--- src/arpc_pkg.sv ---
// Shared types and constants for the ARP cache with request retry.
`default_nettype none

package arpc_pkg;

  localparam int IP_W   = 32;
  localparam int MAC_W  = 48;
  localparam int AGE_W  = 16;
  localparam int TIME_W = 32;
  localparam int RI_W   = 16;
  localparam int STAT_W = 2;

  localparam int IN_DATA_W  = 112;
  localparam int OUT_DATA_W = 48;
  localparam int OUT_USER_W = 3;

  localparam logic [AGE_W-1:0] AGE_RESET = 16'd100;
  localparam logic [RI_W-1:0]  RI_RESET  = 16'd1000;

  localparam logic ACT_RESOLVE = 1'b0;
  localparam logic ACT_LEARN   = 1'b1;

  localparam logic [STAT_W-1:0] STAT_FOUND   = 2'd0;
  localparam logic [STAT_W-1:0] STAT_WAITING = 2'd1;
  localparam logic [STAT_W-1:0] STAT_ISSUED  = 2'd2;
  localparam logic [STAT_W-1:0] STAT_LEARNED = 2'd3;

  localparam logic [1:0] MARK_VALID = 2'b01;
  localparam logic [1:0] MARK_WAIT  = 2'b10;

  typedef struct packed {
    logic [IP_W-1:0]   ip;
    logic [MAC_W-1:0]  mac;
    logic [AGE_W-1:0]  age;
    logic [TIME_W-1:0] deadline;
    logic [1:0]        mark;
  } arpc_entry_t;

  typedef struct packed {
    logic start;
    logic scan;
    logic decide;
    logic fetch;
    logic apply;
    logic emit;
  } arpc_cmd_t;

  typedef struct packed {
    logic scan_last;
    logic out_free;
  } arpc_sts_t;

endpackage

`default_nettype wire

--- src/arp_cache_with_retry_top.sv ---
// Top level of the ARP cache with request retry.
//
//  channel | direction | tdata / data                          | tuser
//  in_     | slave     | [31:0] ip, [79:32] mac, [111:80] now  | [0] action
//  out_    | master    | [47:0] mac_result                     | [1:0] status, [2] send_request
//  cfg_    | slave     | [15:0] retry_interval                 | -
//
// After a word is accepted the table is scanned, one table read per cycle over every entry; a
// drain state lets the last read return, then come a decision, a re-read of the chosen entry
// and its update, all through the single read port, before the result is emitted. The next
// word is taken only after that, so one word is in progress at a time.
// Reset clears all entry valid bits at once; no clearing pass is needed.
// A result held by out_tready does not block acceptance on in_; the following word stalls in
// its last cycle until the result register frees.
`default_nettype none

module arp_cache_with_retry_top
  import arpc_pkg::*;
#(
  parameter int ENTRIES = 16
) (
  input  wire logic                  clk,
  input  wire logic                  rst_n,
  input  wire logic                  in_tvalid,
  output logic                       in_tready,
  input  wire logic [IN_DATA_W-1:0]  in_tdata,   // ip_address, mac_address, now
  input  wire logic                  in_tuser,   // action
  output logic                       out_tvalid,
  input  wire logic                  out_tready,
  output logic      [OUT_DATA_W-1:0] out_tdata,  // mac_result
  output logic      [OUT_USER_W-1:0] out_tuser,  // status, send_request
  input  wire logic                  cfg_valid,
  output logic                       cfg_ready,
  input  wire logic [RI_W-1:0]       cfg_data    // retry_interval
);

  arpc_cmd_t cmd;
  arpc_sts_t sts;

  assign cfg_ready = 1'b1;

  arpc_ctrl u_ctrl (
    .clk     (clk),
    .rst_n   (rst_n),
    .in_valid(in_tvalid),
    .in_ready(in_tready),
    .sts     (sts),
    .cmd     (cmd)
  );

  arpc_dp #(
    .ENTRIES(ENTRIES)
  ) u_dp (
    .clk      (clk),
    .rst_n    (rst_n),
    .cmd      (cmd),
    .sts      (sts),
    .in_user  (in_tuser),
    .in_data  (in_tdata),
    .cfg_valid(cfg_valid),
    .cfg_data (cfg_data),
    .out_valid(out_tvalid),
    .out_ready(out_tready),
    .out_data (out_tdata),
    .out_user (out_tuser)
  );

`ifndef ASSERT_OFF
  a_send_iff_issued: assert property (@(posedge clk) disable iff (!rst_n)
    out_tvalid |-> (out_tuser[2] == (out_tuser[1:0] == STAT_ISSUED)))
    else $error("send_request disagrees with status");

  a_mac_only_found: assert property (@(posedge clk) disable iff (!rst_n)
    (out_tvalid && (out_tuser[1:0] != STAT_FOUND)) |-> (out_tdata == '0))
    else $error("mac_result nonzero without a hit");

  a_one_in_flight: assert property (@(posedge clk) disable iff (!rst_n)
    (in_tvalid && in_tready) |=> !in_tready)
    else $error("second word taken while one is in progress");
`endif

endmodule

`default_nettype wire

--- src/arpc_ram.sv ---
// Generic single-port-write, registered-read RAM.
`default_nettype none

module arpc_ram #(
  parameter int WIDTH = 8,
  parameter int DEPTH = 16
) (
  input  wire logic                                  clk,
  input  wire logic                                  we,
  input  wire logic [((DEPTH > 1) ? $clog2(DEPTH) : 1)-1:0] waddr,
  input  wire logic [WIDTH-1:0]                      wdata,
  input  wire logic [((DEPTH > 1) ? $clog2(DEPTH) : 1)-1:0] raddr,
  output logic      [WIDTH-1:0]                      rdata
);

  logic [WIDTH-1:0] mem_r [DEPTH];

  always_ff @(posedge clk) begin
    if (we) begin
      mem_r[waddr] <= wdata;
    end
    rdata <= mem_r[raddr];
  end

endmodule

`default_nettype wire

--- src/arpc_ctrl.sv ---
// Sequencing state machine for the ARP cache: scan, decide, read, update, emit.
`default_nettype none

module arpc_ctrl
  import arpc_pkg::*;
(
  input  wire logic      clk,
  input  wire logic      rst_n,
  input  wire logic      in_valid,
  output logic           in_ready,
  input  wire arpc_sts_t sts,
  output arpc_cmd_t      cmd
);

  localparam logic [2:0] S_IDLE   = 3'd0;
  localparam logic [2:0] S_SCAN   = 3'd1;
  localparam logic [2:0] S_DRAIN  = 3'd2;
  localparam logic [2:0] S_DECIDE = 3'd3;
  localparam logic [2:0] S_READ   = 3'd4;
  localparam logic [2:0] S_APPLY  = 3'd5;
  localparam logic [2:0] S_DONE   = 3'd6;

  logic [2:0] state_r;
  logic [2:0] state_nxt;

  always_comb begin
    state_nxt = state_r;
    cmd       = '0;
    in_ready  = 1'b0;
    unique case (state_r)
      S_IDLE: begin
        in_ready  = 1'b1;
        cmd.start = in_valid;
        if (in_valid) begin
          state_nxt = S_SCAN;
        end
      end
      S_SCAN: begin
        cmd.scan = 1'b1;
        if (sts.scan_last) begin
          state_nxt = S_DRAIN;
        end
      end
      S_DRAIN: begin
        state_nxt = S_DECIDE;
      end
      S_DECIDE: begin
        cmd.decide = 1'b1;
        state_nxt  = S_READ;
      end
      S_READ: begin
        cmd.fetch = 1'b1;
        state_nxt = S_APPLY;
      end
      S_APPLY: begin
        cmd.apply = 1'b1;
        state_nxt = S_DONE;
      end
      S_DONE: begin
        cmd.emit = sts.out_free;
        if (sts.out_free) begin
          state_nxt = S_IDLE;
        end
      end
      default: begin
        state_nxt = S_IDLE;
      end
    endcase
  end

  always_ff @(posedge clk) begin
    if (!rst_n) begin
      state_r <= S_IDLE;
    end else begin
      state_r <= state_nxt;
    end
  end

endmodule

`default_nettype wire

--- src/arpc_dp.sv ---
// Datapath for the ARP cache: entry table, scan candidates, update and result register.
`default_nettype none

module arpc_dp
  import arpc_pkg::*;
#(
  parameter int ENTRIES = 16
) (
  input  wire logic                  clk,
  input  wire logic                  rst_n,
  input  wire arpc_cmd_t             cmd,
  output arpc_sts_t                  sts,
  input  wire logic                  in_user,
  input  wire logic [IN_DATA_W-1:0]  in_data,
  input  wire logic                  cfg_valid,
  input  wire logic [RI_W-1:0]       cfg_data,
  output logic                       out_valid,
  input  wire logic                  out_ready,
  output logic      [OUT_DATA_W-1:0] out_data,
  output logic      [OUT_USER_W-1:0] out_user
);

  localparam int IW = (ENTRIES > 1) ? $clog2(ENTRIES) : 1;
  localparam int EW = $bits(arpc_entry_t);

  localparam logic [1:0] K_FOUND = 2'd0;
  localparam logic [1:0] K_CHECK = 2'd1;
  localparam logic [1:0] K_CLAIM = 2'd2;
  localparam logic [1:0] K_LEARN = 2'd3;

  logic                act_r;
  logic [IP_W-1:0]     ip_r;
  logic [MAC_W-1:0]    mac_r;
  logic [TIME_W-1:0]   now_r;
  logic [RI_W-1:0]     ri_r;
  logic [AGE_W-1:0]    age_cnt_r;
  logic [ENTRIES-1:0]  valid_r;

  logic [IW-1:0]       scan_idx_r;
  logic                rd_scan_r;
  logic [IW-1:0]       rd_idx_r;
  logic                rd_ok_r;

  logic                hit_f_r, wt_f_r, any_f_r, emp_f_r;
  logic [IW-1:0]       hit_idx_r, wt_idx_r, any_idx_r, emp_idx_r, min_idx_r;
  logic [AGE_W-1:0]    min_age_r;

  logic [1:0]          kind_r;
  logic [IW-1:0]       slot_r;

  logic [STAT_W-1:0]   res_stat_r;
  logic [MAC_W-1:0]    res_mac_r;
  logic                res_send_r;

  logic                out_valid_r;
  logic [STAT_W-1:0]   out_stat_r;
  logic [MAC_W-1:0]    out_mac_r;
  logic                out_send_r;

  logic [IW-1:0]       raddr;
  logic [EW-1:0]       ram_q;
  arpc_entry_t         ent;
  logic                ent_match;
  logic [IW-1:0]       pick;
  logic [TIME_W-1:0]   next_dl;
  logic [AGE_W-1:0]    age_nxt;
  logic                wr_en;
  arpc_entry_t         wr_ent;
  logic [STAT_W-1:0]   stat_nxt;
  logic [MAC_W-1:0]    rmac_nxt;
  logic                send_nxt;

  assign raddr     = cmd.fetch ? slot_r : scan_idx_r;
  assign ent       = rd_ok_r ? arpc_entry_t'(ram_q) : '0;
  assign ent_match = (ent.ip == ip_r);
  assign pick      = emp_f_r ? emp_idx_r : min_idx_r;
  assign next_dl   = now_r + {{(TIME_W-RI_W){1'b0}}, ri_r};
  assign age_nxt   = age_cnt_r + 16'd1;

  assign sts.scan_last = (scan_idx_r == IW'(ENTRIES - 1));
  assign sts.out_free  = !out_valid_r || out_ready;

  assign out_valid = out_valid_r;
  assign out_data  = out_mac_r;
  assign out_user  = {out_send_r, out_stat_r};

  arpc_ram #(
    .WIDTH(EW),
    .DEPTH(ENTRIES)
  ) u_table (
    .clk  (clk),
    .we   (cmd.apply && wr_en),
    .waddr(slot_r),
    .wdata(wr_ent),
    .raddr(raddr),
    .rdata(ram_q)
  );

  always_comb begin
    wr_en    = 1'b0;
    wr_ent   = ent;
    stat_nxt = STAT_FOUND;
    rmac_nxt = '0;
    send_nxt = 1'b0;
    unique case (kind_r)
      K_FOUND: begin
        rmac_nxt = ent.mac;
      end
      K_CHECK: begin
        if (ent.deadline > now_r) begin
          stat_nxt = STAT_WAITING;
        end else begin
          wr_en           = 1'b1;
          wr_ent.deadline = next_dl;
          stat_nxt        = STAT_ISSUED;
          send_nxt        = 1'b1;
        end
      end
      K_CLAIM: begin
        wr_en           = 1'b1;
        wr_ent.ip       = ip_r;
        wr_ent.age      = age_nxt;
        wr_ent.deadline = next_dl;
        wr_ent.mark     = MARK_WAIT;
        stat_nxt        = STAT_ISSUED;
        send_nxt        = 1'b1;
      end
      K_LEARN: begin
        wr_en       = 1'b1;
        wr_ent.ip   = ip_r;
        wr_ent.mac  = mac_r;
        wr_ent.age  = age_nxt;
        wr_ent.mark = MARK_VALID;
        stat_nxt    = STAT_LEARNED;
      end
      default: begin
        stat_nxt = STAT_FOUND;
      end
    endcase
  end

  // Hold the item, scan candidates, the chosen slot and kind, and the result and output registers.
  always_ff @(posedge clk) begin
    rd_idx_r <= raddr;
    rd_ok_r  <= valid_r[raddr];
    if (cmd.start) begin
      act_r      <= in_user;
      ip_r       <= in_data[31:0];
      mac_r      <= in_data[79:32];
      now_r      <= in_data[111:80];
      scan_idx_r <= '0;
    end else if (cmd.scan) begin
      scan_idx_r <= scan_idx_r + 1'b1;
    end
    if (rd_scan_r) begin
      if (ent_match && ent.mark[0] && !hit_f_r) begin
        hit_idx_r <= rd_idx_r;
      end
      if (ent_match && ent.mark[1] && !wt_f_r) begin
        wt_idx_r <= rd_idx_r;
      end
      if (ent_match && !any_f_r) begin
        any_idx_r <= rd_idx_r;
      end
      if ((ent.ip == '0) && !emp_f_r) begin
        emp_idx_r <= rd_idx_r;
      end
      if ((rd_idx_r == '0) || (ent.age < min_age_r)) begin
        min_idx_r <= rd_idx_r;
        min_age_r <= ent.age;
      end
    end
    if (cmd.decide) begin
      if (act_r == ACT_LEARN) begin
        kind_r <= K_LEARN;
        slot_r <= any_f_r ? any_idx_r : pick;
      end else if (hit_f_r) begin
        kind_r <= K_FOUND;
        slot_r <= hit_idx_r;
      end else if (wt_f_r) begin
        kind_r <= K_CHECK;
        slot_r <= wt_idx_r;
      end else begin
        kind_r <= K_CLAIM;
        slot_r <= pick;
      end
    end
    if (cmd.apply) begin
      res_stat_r <= stat_nxt;
      res_mac_r  <= rmac_nxt;
      res_send_r <= send_nxt;
    end
    if (cmd.emit) begin
      out_stat_r <= res_stat_r;
      out_mac_r  <= res_mac_r;
      out_send_r <= res_send_r;
    end
  end

  always_ff @(posedge clk) begin
    if (!rst_n) begin
      ri_r        <= RI_RESET;
      age_cnt_r   <= AGE_RESET;
      valid_r     <= '0;
      rd_scan_r   <= 1'b0;
      hit_f_r     <= 1'b0;
      wt_f_r      <= 1'b0;
      any_f_r     <= 1'b0;
      emp_f_r     <= 1'b0;
      out_valid_r <= 1'b0;
    end else begin
      rd_scan_r <= cmd.scan;
      if (cfg_valid) begin
        ri_r <= cfg_data;
      end
      if (cmd.start) begin
        hit_f_r <= 1'b0;
        wt_f_r  <= 1'b0;
        any_f_r <= 1'b0;
        emp_f_r <= 1'b0;
      end else if (rd_scan_r) begin
        if (ent_match && ent.mark[0]) begin
          hit_f_r <= 1'b1;
        end
        if (ent_match && ent.mark[1]) begin
          wt_f_r <= 1'b1;
        end
        if (ent_match) begin
          any_f_r <= 1'b1;
        end
        if (ent.ip == '0) begin
          emp_f_r <= 1'b1;
        end
      end
      if (cmd.apply && wr_en) begin
        valid_r[slot_r] <= 1'b1;
      end
      if (cmd.apply && ((kind_r == K_CLAIM) || (kind_r == K_LEARN))) begin
        age_cnt_r <= age_nxt;
      end
      if (cmd.emit) begin
        out_valid_r <= 1'b1;
      end else if (out_ready) begin
        out_valid_r <= 1'b0;
      end
    end
  end

endmodule

`default_nettype wire

--- config.mk ---
export PLATFORM = sky130hd
export DESIGN_NAME = arp_cache_with_retry_top
export DESIGN_NICKNAME = d
export VERILOG_FILES = /design/src/arpc_pkg.sv /design/src/arp_cache_with_retry_top.sv /design/src/arpc_ram.sv /design/src/arpc_ctrl.sv /design/src/arpc_dp.sv
export SDC_FILE = /design/constraint.sdc
export NUM_CORES = 2
export LEC_CHECK = 0
export ABC_CLOCK_PERIOD_IN_PS = 18130
export BUFFER_PORTS_ARGS = -buffer_cell sky130_fd_sc_hd__buf_2
export CAP_MARGIN = 0
export CORE_MARGIN = 4
export CORE_UTILIZATION = 25
export CTS_CLUSTER_SIZE = 16
export DETAILED_ROUTE_END_ITERATION = 12
export SKIP_CTS_REPAIR_TIMING = 1
export SYNTH_ARGS = -nofsm -noshare
export SYNTH_HDL_FRONTEND = slang
export SYNTH_SLANG_ARGS = --single-unit
--- constraint.sdc ---
create_clock -name clk -period 18.13 [get_ports clk]
set_clock_uncertainty 0.2 [all_clocks]
set_input_delay 0.9065 -clock clk [delete_from_list [all_inputs] [get_ports clk]]
set_output_delay 0.9065 -clock clk [all_outputs]
set_load 0.005 [all_outputs]
==> metrics.txt <==
TritonCTS Buffers=266; Hold Crit Depth=1; Post-Syn Area per Cell=12.7 µm²; htree depth=5; CTS tree=done; count leader, synth=nand2_1; Die Span X=640 µm; routed vias/inst=4.72; Worst VDD drop=0.0000726 V; Tcrit/Tclk final=35.1%; DRC=0; Leakage=0.0403 µW; Mapped Nets=8048; Hold/Removal Path Class=in -> reg; Worst-Margin Slew=1.35 ns; f_max=157 MHz; quantity of I/O buffers inserted on ports=186; Placed Cells=12953; status=complete, no violations; FILL cells=39900; worst reg2reg path depth=13; Internal Pwr Total=10200 µW; routed len/inst=20.1 µm; number of max-cap violations=0; top post-synthesis cells by count=2355 x nand2_1, 2337 x edfxtp_1, 1099 x nand3_1, 419 x clkbuf_1, 264 x a311oi_1; Synth-to-Final Area Change=16.2%; CORE AREA=397000 µm²; unrepaired setup endpoints after global routing=no; sequential-to-total area share from yosys stat=74.2%; io pins=188; Combinational Power Share=10.0%; gr usage total=12.6%; Yosys reg bits=2533; Critical Path Sink Type=flop; vias in the first global route=60783; setup_tns=0 ns; Cell Pwr Density=116 nW/µm²; Non-Filler Instances=13455; Final nets=8199; Clock transition at path regs=0.06 ns; number of flops mapped to enable cells by yosys=2337; Mapped Cells=7844; clock network fraction of total power=40.5%; Setup Crit Path Kind=reg -> reg; Pins Over Slew Limit=0; worst-case clock buffer depth=4; CP Data Arrival Time=6.64 ns; # rows=231; routability congestion estimate=0.792; CTS Sinks=2533; ANT nets after route=0; Yosys cell types=68; Final Hold Viols=0; CTS root buffer=clkbuf_16; share of cells above drive strength 1=9.98%; Synth area leaders=edfxtp_1 70%, nand2_1 8.8%, nand3_1 5.5%; Iteration-0 DRC Markers=7210; synthesized area=99900 µm²; Yosys top cell by area=edfxtp_1; clk_lat worst skew=0.87 ns; global route overflow=0; largest net degree at the start of global routing=190; drt first pass iters=6; die area=410000 µm²; Die H=640 µm; total wire length=271000 µm; Rel. slew slack=10.1%; YS warnings=0; top-area cell type share of the netlist area=70.2%; initial antenna violation count=10; Seq pwr share=49.5%; maximum net fanout on the critical path=55; initial core utilization=25.2%; Startpoint Class=flop; post-layout min period=6.37 ns; Setup Viol. Count Final=0; P_sw=3340 µW; Worst EP required=18.40 ns; via count=63496; asr flop ratio synth=0%; first-pass GRT wire length=399000 µm; sw frac=24.7%; Post-synth top flop=edfxtp_1; Final HPWL DP=134000 µm
cells in the final DEF (no fill, tap or decap), types with 12 or more instances in the layout:
cell type	synthesis	routed
nand2_1	2355	2355
edfxtp_1	2337	2337
nand3_1	1099	1099
clkbuf_16	0	276
a311oi_1	264	264
dfxtp_1	196	195
and3_1	191	190
buf_2	67	186
buf_4	4	182
a31oi_1	137	136
o21ai_0	118	108
inv_1	103	102
clkbuf_1	419	75
ha_1	69	67
a21oi_1	43	43
xnor2_1	43	43
nor2_1	40	38
o22ai_1	33	30
clkinv_2	0	30
clkinv_1	2	27
and2_1	28	26
nor2b_1	25	25
mux2i_1	28	25
clkbuf_8	0	22
bufinv_16	0	21
a21o_1	19	19
nor4_1	23	17
nand2b_1	16	16
nand4_1	16	16
xor2_1	16	16
dlygate4sd3_1	0	15
buf_12	0	14
nor3_1	21	12
area by class of cell:
cell class / count / area [µm²] / area share, %
Clock inverter: 106 / 1190 / 1.02
Multi-Input combinational cell: 4691 / 23600 / 20.3
Inverter: 106 / 420 / 0.362
Timing Repair Buffer: 397 / 2730 / 2.35
Tap cell: 5242 / 6560 / 5.65
Antenna cell: 7 / 17.5 / 0.0151
Clock buffer: 373 / 7490 / 6.45
Sequential cell: 2533 / 74100 / 63.8
metal layers:
layer	vias up	global-route usage (%)	part of all wire, %
li1	28939	-	-
met1	31776	18.2	45
met2	2359	19.5	45
met3	418	1.75	7.1
met4	4	3.93	2.7
met5	-	0	0.010
per-stage QoR:
stage / total power, µW / hold slack, ns / utilization [%] / cell area [µm²] / worst slack [ns]
2_1_floorplan: 7660 / 0.200 / - / 99900 / 1.46
6_report: 13500 / 0.0357 / 29.2 / 116000 / 11.76
4_1_cts: 13600 / -0.0422 / 29.2 / 116000 / 11.69
3_5_place_dp: 8150 / 0.206 / 27.0 / 107000 / 11.69
3_3_place_gp: 8150 / 0.201 / 27.0 / 107000 / 11.82
5_1_grt: 14000 / 0.00124 / 29.2 / 116000 / 11.43
path summary, 6_finish.rpt:
kind                               startpoint                                   end  slack, ns
max                      u_dp.rd_ok_r$_DFF_P_  u_dp.u_table.mem_r[11][16]$_DFFE_PP_      11.76
min                              in_tdata[33]               u_dp.mac_r[1]$_DFFE_PP_       0.04
max reg2reg              u_dp.rd_ok_r$_DFF_P_  u_dp.u_table.mem_r[11][16]$_DFFE_PP_      11.76
min reg2reg  u_dp.res_mac_r[16]$_SDFFCE_PP0P_           u_dp.out_data[16]$_DFFE_PP_       0.22
power groups by stage:
| stage | clock network, µW | registers, µW | logic [µW] |
|---|---|---|---|
| finish | 5480 | 6700 | 1350 |
| detailed placement | 0 | 6810 | 1340 |
| global route | 5820 | 6700 | 1500 |
| global placement | 0 | 6820 | 1330 |
| floorplan | 0 | 6750 | 913 |
| CTS | 5580 | 6690 | 1340 |
cell families after synthesis:
family                   synth area share [%]
AND/OR/NAND/NOR                          16.7
flip-flops                               74.2
AO/OA/AOI/OAI                            5.00
buffers and inverters                    2.43
adder cells (fa/ha/maj)                 0.884
XOR/XNOR                                0.517
multiplexers                            0.351
other                                 0.00375
worst max-delay path, stage by stage, from the launching register on:
cell,delay (ns)
dfxtp_4,0.75
nand2_1,0.19
inv_1,0.11
ha_1,0.14
nand4_1,0.12
nor4_1,0.76
nand4_1,0.18
a21o_1,0.26
o41ai_4,0.06
buf_4,0.28
nand2_2,0.36
nor3_2,0.86
buf_4,0.75
buf_4,0.83
sequential cells by signal, summed over array words and instances (netlist names), 3 cells and up:
register	flops
u_ctrl.state_r	3
u_dp.age_cnt_r	16
u_dp.any_idx_r	4
u_dp.emp_idx_r	4
u_dp.hit_idx_r	4
u_dp.ip_r	32
u_dp.mac_r	48
u_dp.min_age_r	16
u_dp.min_idx_r	4
u_dp.now_r	32
u_dp.out_data	48
u_dp.rd_idx_r	4
u_dp.res_mac_r	48
u_dp.ri_r	16
u_dp.scan_idx_r	4
u_dp.slot_r	4
u_dp.u_table.mem_r	2080
u_dp.u_table.rdata	130
u_dp.valid_r	16
u_dp.wt_idx_r	4
Power figures use the tool's default switching activity.
